<file path="config.mk">
export PLATFORM = sky130hd
export DESIGN_NAME = framed_download_receiver_flat
export DESIGN_NICKNAME = d
export VERILOG_FILES = /design/src/hw/rtl/fdr_pkg.sv /design/src/hw/rtl/fdr_if.sv /design/src/hw/rtl/fdr_core.sv /design/src/hw/rtl/fdr_outbuf.sv /design/src/hw/rtl/framed_download_receiver.sv /design/src/flat_wrapper.sv
export VERILOG_INCLUDE_DIRS = /design/src /design/src/hw/rtl
export SDC_FILE = /design/constraint.sdc
export NUM_CORES = 1
export LEC_CHECK = 0
export ABC_AREA = 1
export BUFFER_PORTS_ARGS = -buffer_cell sky130_fd_sc_hd__buf_2
export CAP_MARGIN = 20
export CORE_MARGIN = 4
export CORE_UTILIZATION = 61
export DETAILED_ROUTE_END_ITERATION = 10
export GPL_TIMING_DRIVEN = 0
export PLACE_DENSITY = 0.8
export SLEW_MARGIN = 10
export SYNTH_ARGS = -nofsm -noshare
export SYNTH_HDL_FRONTEND = slang
export SYNTH_SLANG_ARGS = --single-unit
</file>
<file path="constraint.sdc">
create_clock -name clk -period 11.6 [get_ports clk]
set_input_delay 2.32 -clock clk [delete_from_list [all_inputs] [get_ports clk]]
set_output_delay 2.32 -clock clk [all_outputs]
set_load 0.01 [all_outputs]
</file>
<file path="src/hw/rtl/framed_download_receiver_assert.svh">
// Assertion macros used by the framed download receiver core.
`ifndef FRAMED_DOWNLOAD_RECEIVER_ASSERT_SVH
`define FRAMED_DOWNLOAD_RECEIVER_ASSERT_SVH

// Same-cycle implication, sampled on clk, off while rst_n is low.
`define FDR_ASSERT_IMP(lbl, ante, cons, msg) \
  lbl: assert property (@(posedge clk) disable iff (!rst_n) (ante) |-> (cons)) \
    else $error(msg);

// Next-cycle implication, sampled on clk, off while rst_n is low.
`define FDR_ASSERT_NXT(lbl, ante, cons, msg) \
  lbl: assert property (@(posedge clk) disable iff (!rst_n) (ante) |=> (cons)) \
    else $error(msg);

`endif

</file>
<file path="src/hw/rtl/fdr_pkg.sv">
// Types, codes and constants of the framed download receiver.
package fdr_pkg;

  // Receiver phase
  typedef enum logic [1:0] {
    PH_IDLE = 2'd0,
    PH_HEAD = 2'd1,
    PH_DATA = 2'd2
  } phase_t;

  // Result status codes
  typedef enum logic [2:0] {
    ST_IGNORED  = 3'd0,
    ST_HDR_BYTE = 3'd1,
    ST_HDR_BAD  = 3'd2,
    ST_PAYLOAD  = 3'd3,
    ST_DONE_OK  = 3'd4,
    ST_DONE_ERR = 3'd5
  } status_t;

  // File kind codes reported at completion
  localparam logic [1:0] KIND_IMAGE   = 2'd0;
  localparam logic [1:0] KIND_IMAGE2  = 2'd1;
  localparam logic [1:0] KIND_FONT    = 2'd2;
  localparam logic [1:0] KIND_UNKNOWN = 2'd3;

  // File kind byte values in the header
  localparam logic [7:0] HDR_KIND_IMAGE  = 8'h02;
  localparam logic [7:0] HDR_KIND_IMAGE2 = 8'h03;
  localparam logic [7:0] HDR_KIND_FONT   = 8'h04;

  // Framing characters
  localparam logic [7:0] CH_START = 8'h24;  // '$'
  localparam logic [7:0] CH_D     = 8'h44;  // 'D'
  localparam logic [7:0] CH_F     = 8'h46;  // 'F'
  localparam logic [7:0] CH_6     = 8'h36;  // '6'
  localparam logic [7:0] CH_DOT   = 8'h2E;  // '.'

  localparam logic [23:0] MAX_SIZE_RST = 24'h200000;

  // Header bytes that are kept, and their slot in the capture registers
  localparam int HDR_FIELDS = 13;
  localparam logic [5:0] HDR_IDX [HDR_FIELDS] = '{
    6'd1, 6'd2, 6'd3, 6'd6, 6'd10, 6'd11,
    6'd12, 6'd13, 6'd14, 6'd16, 6'd17, 6'd18, 6'd19
  };
  localparam int F_SIG1 = 0;
  localparam int F_SIG2 = 1;
  localparam int F_SIG3 = 2;
  localparam int F_SIG6 = 3;
  localparam int F_KIND = 4;
  localparam int F_SLOT = 5;
  localparam int F_LEN0 = 6;
  localparam int F_LEN1 = 7;
  localparam int F_LEN2 = 8;
  localparam int F_SUM0 = 9;
  localparam int F_SUM1 = 10;
  localparam int F_SUM2 = 11;
  localparam int F_SUM3 = 12;

  // One result transaction
  typedef struct packed {
    logic [2:0]  status;
    logic        store_valid;
    logic [23:0] store_offset;
    logic [7:0]  store_data;
    logic [1:0]  file_kind;
    logic [7:0]  slot;
    logic [31:0] expected_sum;
    logic [31:0] computed_sum;
  } fdr_result_t;

  // Map the header kind byte to the reported file kind
  function automatic logic [1:0] kind_code(input logic [7:0] b);
    case (b)
      HDR_KIND_IMAGE:  kind_code = KIND_IMAGE;
      HDR_KIND_IMAGE2: kind_code = KIND_IMAGE2;
      HDR_KIND_FONT:   kind_code = KIND_FONT;
      default:         kind_code = KIND_UNKNOWN;
    endcase
  endfunction

endpackage

</file>
<file path="src/hw/rtl/fdr_if.sv">
// Channel interfaces of the framed download receiver.
interface fdr_in_if;
  logic       valid;
  logic       ready;
  logic [7:0] rx_byte;

  modport source (output valid, output rx_byte, input ready);
  modport sink (input valid, input rx_byte, output ready);
endinterface

interface fdr_out_if;
  logic        valid;
  logic        ready;
  logic [2:0]  status;
  logic        store_valid;
  logic [23:0] store_offset;
  logic [7:0]  store_data;
  logic [1:0]  file_kind;
  logic [7:0]  slot;
  logic [31:0] expected_sum;
  logic [31:0] computed_sum;

  modport source (output valid, output status, output store_valid, output store_offset,
                  output store_data, output file_kind, output slot, output expected_sum,
                  output computed_sum, input ready);
  modport sink (input valid, input status, input store_valid, input store_offset,
                input store_data, input file_kind, input slot, input expected_sum,
                input computed_sum, output ready);
endinterface

interface fdr_cfg_if;
  logic        valid;
  logic        ready;
  logic [23:0] max_size;

  modport source (output valid, output max_size, input ready);
  modport sink (input valid, input max_size, output ready);
endinterface

</file>
<file path="src/hw/rtl/fdr_core.sv">
// Frame parser: header capture, length and sum tracking, result building.
module fdr_core import fdr_pkg::*; #(
  parameter int HEADER_BYTES = 32
) (
  input  logic        clk,
  input  logic        rst_n,
  input  logic        in_valid,
  input  logic [7:0]  in_rx_byte,
  input  logic        space_ok,
  input  logic        cfg_valid,
  input  logic [23:0] cfg_max_size,
  output logic        push,
  output fdr_result_t res
);

  `include "framed_download_receiver_assert.svh"

  localparam int CW = $clog2(HEADER_BYTES + 1);
  localparam logic [CW-1:0] LAST = CW'(HEADER_BYTES - 1);

  phase_t      phase_r, phase_nxt;
  logic [CW-1:0] cnt_r, cnt_nxt;
  logic [23:0] len_r, len_nxt;
  logic [31:0] hsum_r, hsum_nxt;
  logic [31:0] rsum_r, rsum_nxt;
  logic [23:0] wo_r, wo_nxt;
  logic [23:0] max_size_r;
  logic [7:0]  hdr_r [HDR_FIELDS];
  logic [7:0]  view [HDR_FIELDS];
  logic        accept;
  logic        sig_ok;
  logic [23:0] raw_len;
  logic [23:0] wo_inc;
  logic [31:0] sum_add;
  logic [31:0] total;

  assign accept = in_valid && space_ok;
  assign push   = accept;

  // Header bytes as seen this cycle, with the incoming byte forwarded
  always_comb begin
    for (int j = 0; j < HDR_FIELDS; j++) begin
      view[j] = (cnt_r == CW'(HDR_IDX[j])) ? in_rx_byte : hdr_r[j];
    end
  end

  assign sig_ok  = (view[F_SIG1] == CH_D) && (view[F_SIG2] == CH_F) &&
                   (view[F_SIG3] == CH_6) && (view[F_SIG6] == CH_DOT);
  assign raw_len = {view[F_LEN2], view[F_LEN1], view[F_LEN0]};
  assign wo_inc  = wo_r + 24'd1;
  assign sum_add = rsum_r + ((wo_r < len_r) ? {24'd0, in_rx_byte} : 32'd0);
  assign total   = (len_r == 24'd0) ? 32'd0 : sum_add;

  // Next state and result
  always_comb begin
    phase_nxt = phase_r;
    cnt_nxt   = cnt_r;
    len_nxt   = len_r;
    hsum_nxt  = hsum_r;
    rsum_nxt  = rsum_r;
    wo_nxt    = wo_r;
    res       = '0;
    unique case (phase_r)
      PH_HEAD: begin
        res.status = ST_HDR_BYTE;
        cnt_nxt    = cnt_r + 1'b1;
        if (cnt_r == LAST) begin
          if (sig_ok) begin
            len_nxt   = (raw_len > max_size_r) ? max_size_r : raw_len;
            hsum_nxt  = {view[F_SUM3], view[F_SUM2], view[F_SUM1], view[F_SUM0]};
            rsum_nxt  = '0;
            wo_nxt    = '0;
            phase_nxt = PH_DATA;
          end else begin
            res.status = ST_HDR_BAD;
            wo_nxt     = '0;
            cnt_nxt    = '0;
            phase_nxt  = PH_IDLE;
          end
        end
      end
      PH_DATA: begin
        res.store_valid  = 1'b1;
        res.store_offset = wo_r;
        res.store_data   = in_rx_byte;
        res.status       = ST_PAYLOAD;
        rsum_nxt         = sum_add;
        wo_nxt           = wo_inc;
        if ((wo_inc >= len_r) || (wo_inc == 24'd0)) begin
          res.status       = (total == hsum_r) ? ST_DONE_OK : ST_DONE_ERR;
          res.file_kind    = kind_code(hdr_r[F_KIND]);
          res.slot         = hdr_r[F_SLOT];
          res.expected_sum = hsum_r;
          res.computed_sum = total;
          rsum_nxt         = total;
          cnt_nxt          = '0;
          phase_nxt        = PH_IDLE;
        end
      end
      PH_IDLE: begin
        if (in_rx_byte == CH_START) begin
          cnt_nxt    = CW'(1);
          phase_nxt  = PH_HEAD;
          res.status = ST_HDR_BYTE;
        end
      end
      default: begin
        phase_nxt = PH_IDLE;
      end
    endcase
  end

  // Advance state on each accepted transaction
  always_ff @(posedge clk) begin
    if (!rst_n) begin
      phase_r <= PH_IDLE;
      cnt_r   <= '0;
      len_r   <= '0;
      hsum_r  <= '0;
      rsum_r  <= '0;
      wo_r    <= '0;
    end else if (accept) begin
      phase_r <= phase_nxt;
      cnt_r   <= cnt_nxt;
      len_r   <= len_nxt;
      hsum_r  <= hsum_nxt;
      rsum_r  <= rsum_nxt;
      wo_r    <= wo_nxt;
    end
  end

  // Capture the header bytes that are used later
  always_ff @(posedge clk) begin
    if (accept && (phase_r == PH_HEAD)) begin
      for (int j = 0; j < HDR_FIELDS; j++) begin
        if (cnt_r == CW'(HDR_IDX[j])) begin
          hdr_r[j] <= in_rx_byte;
        end
      end
    end
  end

  // Hold the size limit
  always_ff @(posedge clk) begin
    if (!rst_n) begin
      max_size_r <= MAX_SIZE_RST;
    end else if (cfg_valid) begin
      max_size_r <= cfg_max_size;
    end
  end

  `FDR_ASSERT_IMP(a_head_count, phase_r == PH_HEAD,
    (cnt_r != '0) && (cnt_r < CW'(HEADER_BYTES)), "header count out of range")
  `FDR_ASSERT_IMP(a_data_offset, phase_r == PH_DATA,
    (wo_r < len_r) || (wo_r == 24'd0), "write offset passed payload length")
  `FDR_ASSERT_NXT(a_head_end, accept && (phase_r == PH_HEAD) && (cnt_r == LAST),
    phase_r != PH_HEAD, "header did not end after its last byte")

endmodule

</file>
<file path="src/hw/rtl/fdr_outbuf.sv">
// Two-entry result buffer: output register plus skid register.
module fdr_outbuf import fdr_pkg::*; (
  input  logic        clk,
  input  logic        rst_n,
  input  logic        push,
  input  fdr_result_t push_data,
  output logic        space_ok,
  output logic        out_valid,
  input  logic        out_ready,
  output fdr_result_t out_data
);

  logic        out_valid_r;
  logic        skid_valid_r;
  fdr_result_t out_r;
  fdr_result_t skid_r;

  assign space_ok  = !skid_valid_r;
  assign out_valid = out_valid_r;
  assign out_data  = out_r;

  // Control: drain the skid entry first, else take the new transaction
  always_ff @(posedge clk) begin
    if (!rst_n) begin
      out_valid_r  <= 1'b0;
      skid_valid_r <= 1'b0;
    end else if (!out_valid_r || out_ready) begin
      out_valid_r  <= skid_valid_r || push;
      skid_valid_r <= 1'b0;
    end else if (push) begin
      skid_valid_r <= 1'b1;
    end
  end

  // Payload
  always_ff @(posedge clk) begin
    if (!out_valid_r || out_ready) begin
      out_r <= skid_valid_r ? skid_r : push_data;
    end else if (push) begin
      skid_r <= push_data;
    end
  end

endmodule

</file>
<file path="src/hw/rtl/framed_download_receiver.sv">
// Framed download receiver: one received byte in, one result out per byte, at
// a sustained rate of one byte per clock cycle while results drain. Each byte
// is parsed by the frame logic in the cycle it is accepted; its result goes
// into the output register or, while that is stalled, the skid register. A
// two-entry output buffer lets one more byte be taken while a result waits;
// the input stalls only when both entries are full. The size limit may be
// written at any time through the configuration channel, which is always
// ready; a length already latched from a header is kept. No memory is cleared
// after reset, so bytes are accepted from the first cycle after reset.
module framed_download_receiver import fdr_pkg::*; #(
  parameter int HEADER_BYTES = 32
) (
  input logic     clk,
  input logic     rst_n,
  fdr_in_if.sink  in_chan,
  fdr_out_if.source out_chan,
  fdr_cfg_if.sink cfg_chan
);

  logic        push;
  logic        space_ok;
  fdr_result_t res;
  fdr_result_t out_data;

  assign in_chan.ready  = space_ok;
  assign cfg_chan.ready = 1'b1;

  // Frame parsing
  fdr_core #(
    .HEADER_BYTES (HEADER_BYTES)
  ) u_core (
    .clk          (clk),
    .rst_n        (rst_n),
    .in_valid     (in_chan.valid),
    .in_rx_byte   (in_chan.rx_byte),
    .space_ok     (space_ok),
    .cfg_valid    (cfg_chan.valid),
    .cfg_max_size (cfg_chan.max_size),
    .push         (push),
    .res          (res)
  );

  // Result buffering
  fdr_outbuf u_outbuf (
    .clk       (clk),
    .rst_n     (rst_n),
    .push      (push),
    .push_data (res),
    .space_ok  (space_ok),
    .out_valid (out_chan.valid),
    .out_ready (out_chan.ready),
    .out_data  (out_data)
  );

  assign out_chan.status       = out_data.status;
  assign out_chan.store_valid  = out_data.store_valid;
  assign out_chan.store_offset = out_data.store_offset;
  assign out_chan.store_data   = out_data.store_data;
  assign out_chan.file_kind    = out_data.file_kind;
  assign out_chan.slot         = out_data.slot;
  assign out_chan.expected_sum = out_data.expected_sum;
  assign out_chan.computed_sum = out_data.computed_sum;

endmodule

</file>
<file path="src/flat_wrapper.sv">
// flat-port wrapper written by rule: the top's interface ports become plain ports
module framed_download_receiver_flat import fdr_pkg::*;
#(
  parameter int HEADER_BYTES = 32
)
  (clk, rst_n, in_chan_valid, in_chan_rx_byte, in_chan_ready, out_chan_valid, out_chan_status, out_chan_store_valid, out_chan_store_offset, out_chan_store_data, out_chan_file_kind, out_chan_slot, out_chan_expected_sum, out_chan_computed_sum, out_chan_ready, cfg_chan_valid, cfg_chan_max_size, cfg_chan_ready);
  fdr_in_if in_chan_i ();
  fdr_out_if out_chan_i ();
  fdr_cfg_if cfg_chan_i ();
  input logic clk;
  input logic rst_n;
  input wire logic [$bits(in_chan_i.valid)-1:0] in_chan_valid;
  input wire logic [$bits(in_chan_i.rx_byte)-1:0] in_chan_rx_byte;
  output wire logic [$bits(in_chan_i.ready)-1:0] in_chan_ready;
  output wire logic [$bits(out_chan_i.valid)-1:0] out_chan_valid;
  output wire logic [$bits(out_chan_i.status)-1:0] out_chan_status;
  output wire logic [$bits(out_chan_i.store_valid)-1:0] out_chan_store_valid;
  output wire logic [$bits(out_chan_i.store_offset)-1:0] out_chan_store_offset;
  output wire logic [$bits(out_chan_i.store_data)-1:0] out_chan_store_data;
  output wire logic [$bits(out_chan_i.file_kind)-1:0] out_chan_file_kind;
  output wire logic [$bits(out_chan_i.slot)-1:0] out_chan_slot;
  output wire logic [$bits(out_chan_i.expected_sum)-1:0] out_chan_expected_sum;
  output wire logic [$bits(out_chan_i.computed_sum)-1:0] out_chan_computed_sum;
  input wire logic [$bits(out_chan_i.ready)-1:0] out_chan_ready;
  input wire logic [$bits(cfg_chan_i.valid)-1:0] cfg_chan_valid;
  input wire logic [$bits(cfg_chan_i.max_size)-1:0] cfg_chan_max_size;
  output wire logic [$bits(cfg_chan_i.ready)-1:0] cfg_chan_ready;
  assign in_chan_i.valid = in_chan_valid;
  assign in_chan_i.rx_byte = in_chan_rx_byte;
  assign in_chan_ready = in_chan_i.ready;
  assign out_chan_valid = out_chan_i.valid;
  assign out_chan_status = out_chan_i.status;
  assign out_chan_store_valid = out_chan_i.store_valid;
  assign out_chan_store_offset = out_chan_i.store_offset;
  assign out_chan_store_data = out_chan_i.store_data;
  assign out_chan_file_kind = out_chan_i.file_kind;
  assign out_chan_slot = out_chan_i.slot;
  assign out_chan_expected_sum = out_chan_i.expected_sum;
  assign out_chan_computed_sum = out_chan_i.computed_sum;
  assign out_chan_i.ready = out_chan_ready;
  assign cfg_chan_i.valid = cfg_chan_valid;
  assign cfg_chan_i.max_size = cfg_chan_max_size;
  assign cfg_chan_ready = cfg_chan_i.ready;
  framed_download_receiver #(.HEADER_BYTES(HEADER_BYTES)) u_core (.clk(clk), .rst_n(rst_n), .in_chan(in_chan_i), .out_chan(out_chan_i), .cfg_chan(cfg_chan_i));
endmodule
</file>
==> metrics <==
outcome complete, no violations; switching power total 759 µW; Tmin final 5.59 ns; largest family of logic cells by synthesized area simple AND/OR/NAND/NOR gates; clock share of power 44.5%; vias per cell 5.68; maximum clock path buffer count 3; grt met2 use 46.2%; die area 41,400 µm²; Synth Instances 2,636; # resized after CTS 0; Leakage 11.3 nW; Hold Worst Slack 0.484 ns; post-synth design cell area 23,300 µm²; CP top delay family simple AND/OR/NAND/NOR gates; Post-Route WL 63,300 µm; Synth Area in XOR/XNOR 0.451%; Post-synth ARST share 0%; Worst Skew 0.0158 ns; crit start category input port; vias in the first global route 18.0k; remaining antenna violation count 0; Placed Area 24,800 µm²; mux contribution to synthesized area 0%; CTS Hold Bufs 0; largest net degree at the start of global routing 76; clock-pin slew on the worst setup and hold paths 0.06 ns; post-CTS setup buffers 0; # setup viols final 0; Compound-Gate Fraction of Synth Area 8.86%; Die H 203 µm; core area 37,700 µm²; layout cells sized above 1 12.0%; Residual DRC 0; maximum VDD drop 0.000112 V; Via Count 19.3k; CTS tree built; sw frac 21.5%; FMAX 179 MHz; CP most frequent cell nand2_1; Internal Pwr Total 2.77 mW; crit path cell chain buf_2 -> inv_1 -> nor2_1 -> ha_1 -> inv_1 -> fa_1 -> inv_1 -> nand2_1 -> nand3_1 -> nand2_1 -> nand2_1 -> nor2_1 -> nor2_1 -> nand2_1 -> nand2_1 -> nand2_1 -> nor2_1 -> nand3_1 -> nor2_1 -> nand2_1 -> nand2_1 -> nand2_1 -> nand3_1 -> nand2_1; largest stage delay on the critical path 0.44 ns; RSZ-0062 raised after global routing false; YS warnings 0; Max Slew Vio Count 0; power per cell area 133 nW/µm²; CP max-delay cell nor2_1; Adder-Cell Fraction of Synth Area 4.86%; Req. time, crit path 11.95 ns; global routing usage on met3 4.10%; root buffer cell clkbuf_16; Port Buffers 148; drt pass-1 iters 6; peak fanout along the critical path 15; Comb power frac 3.7%; nets 2,968; area delta synth->final 13.3%; final worst-path cycle share 48.2%; commonest cells after routing, fill and taps aside nand2_1 (768), edfxtp_1 (324), inv_1 (293); Worst-Skew Late Latency 0.59 ns; I/O Pins 150; GRT Total Usage 30.0%; simple-gate share of the synthesized area 24.5%; DR iter-0 viols 2,227; syn_nets 2,763; area leader, netlist edfxtp_1; Finished Cell Area 26,400 µm²; Congestion Overflow GR 0; GRT met1 Usage 44.7%; Slew HR 39.9%; Max H-tree Level 2; first-pass GRT wire length 98,000 µm; Yosys cell types 49; most common cell after layout, fill and taps aside nand2_1; Post-DP HPWL 47,300 µm; Die X 203 µm; final hold vios 0; initial antenna violation count 1; Post-synth EDFFs 324; Final Power 3.53 mW; n_diodes 0; synth top area cells edfxtp_1 (42%), dfxtp_1 (13%), nand2_1 (12%), ha_1 (4.8%), inv_1 (4.7%); CTS Sinks 470; CP endpoint kind register; Worst Tran Pin Value 0.902 ns; sequential-to-total area share from yosys stat 54.3%; global route hottest layer met2; buffers and inverters on the worst path 4; Max Cap Viol 0; Reg power frac 51.8%; register bit total from synthesis 470; gpl congestion 0.985; Main synth FF type edfxtp_1; Syn Area/Cell 8.84 µm²; CTS Buf Count 48; area share of the largest cell type after synthesis 41.7%; Tightest Hold Check Type reg -> reg; detailed-route wire length per cell 18.7 µm; type of the worst setup path in -> reg; row cnt 71; initial core utilization 61.9%; critical path arrival 5.94 ns
## final cells by class
| cell class | count | area [µm²] |
|---|---|---|
| buffer | 99 | 502 |
| clock buffer | 58 | 1260 |
| clock inverter | 32 | 334 |
| fill | 2910 | 11200 |
| inverter | 305 | 1150 |
| multi-input combinational | 1762 | 9020 |
| sequential | 470 | 12700 |
| tap | 511 | 639 |
| timing repair buffer | 155 | 868 |
## synthesized netlist by cell type (all sizes together), types with 4 or more instances
master / count
a211oi: 39
a21oi: 164
a22oi: 8
buf: 30
clkbuf: 69
dfxtp: 146
edfxtp: 324
ha: 89
inv: 302
nand2: 777
nand3: 127
nand3b: 11
nand4: 56
nor2: 282
nor3: 21
o211ai: 4
o21a: 4
o21ai: 140
o21bai: 7
xor2: 10
## final timing paths
| kind | from | end | slack, ns | cells past startpoint |
|---|---|---|---|---|
| max | in_chan_rx_byte[0] | u_core.u_outbuf.out_data[107]$_DFFE_PP_ | 6.01 | 24 |
| min | u_core.u_core.rsum_r[7]$_SDFFE_PN0P_ | u_core.u_core.rsum_r[7]$_SDFFE_PN0P_ | 0.48 | 2 |
| max reg2reg | u_core.u_core.wo_r[0]$_SDFFE_PN0P_ | u_core.u_outbuf.out_data[107]$_DFFE_PP_ | 6.32 | 31 |
| min reg2reg | u_core.u_core.rsum_r[7]$_SDFFE_PN0P_ | u_core.u_core.rsum_r[7]$_SDFFE_PN0P_ | 0.48 | 2 |
## registers in the layout, indices dropped and copies added (netlist names)
name                          flops
u_core.u_core.cnt_r               6
u_core.u_outbuf.out_valid         1
u_core.u_core.hsum_r             32
u_core.u_core.len_r              24
u_core.u_core.wo_r               24
u_core.u_core.max_size_r         24
u_core.u_outbuf.skid_r          110
u_core.u_core.rsum_r             32
u_core.u_outbuf.out_data        110
u_core.u_core.hdr_r             104
u_core.u_outbuf.skid_valid_r      1
u_core.u_core.phase_r             2
## worst min-delay path, delay by kind of cell (launching register included)
family          cells  cell delay [ns]
simple gates        1             0.06
flops               1             0.32
compound gates      1             0.06
## metal layers
layer / vias up / share of wire, % / routed length, µm
li1: 9156 / - / -
met1: 9030 / 43 / 27500
met2: 956 / 44 / 28100
met3: 116 / 9.4 / 5960
met4: 2 / 2.7 / 1700
met5: - / 0.019 / 12
## stage by stage
| step | worst slack, ns | cells | setup TNS [ns] | utilization [%] |
|---|---|---|---|---|
| floorplan | 2.16 | 2636 | 0 | - |
| global placement | -1.55 | 3295 | -169.93 | 65.5 |
| detailed placement | 5.58 | 3302 | 0 | 65.9 |
| CTS | 6.19 | 3392 | 0 | 70.1 |
| global route | 5.82 | 3392 | 0 | 70.1 |
| finish | 6.01 | 3392 | 0 | 70.1 |
## cell families after synthesis
kind of cell / Yosys count
simple gates: 1283
flops: 470
fa+ha+maj: 90
compound gates: 376
buf+inv: 404
xor+xnor: 12
other cells: 1
## power groups by stage
stage | sequential (mW) | combinational [mW] | clock (mW)
after CTS | 1.83 | 0.127 | 1.58
final | 1.83 | 0.129 | 1.57
after detailed placement | 1.86 | 0.127 | 0
after global routing | 1.83 | 0.139 | 1.66
after floorplan | 1.88 | 0.0519 | 0
after global placement | 1.87 | 0.119 | 0
Power figures use the tool's default switching activity.
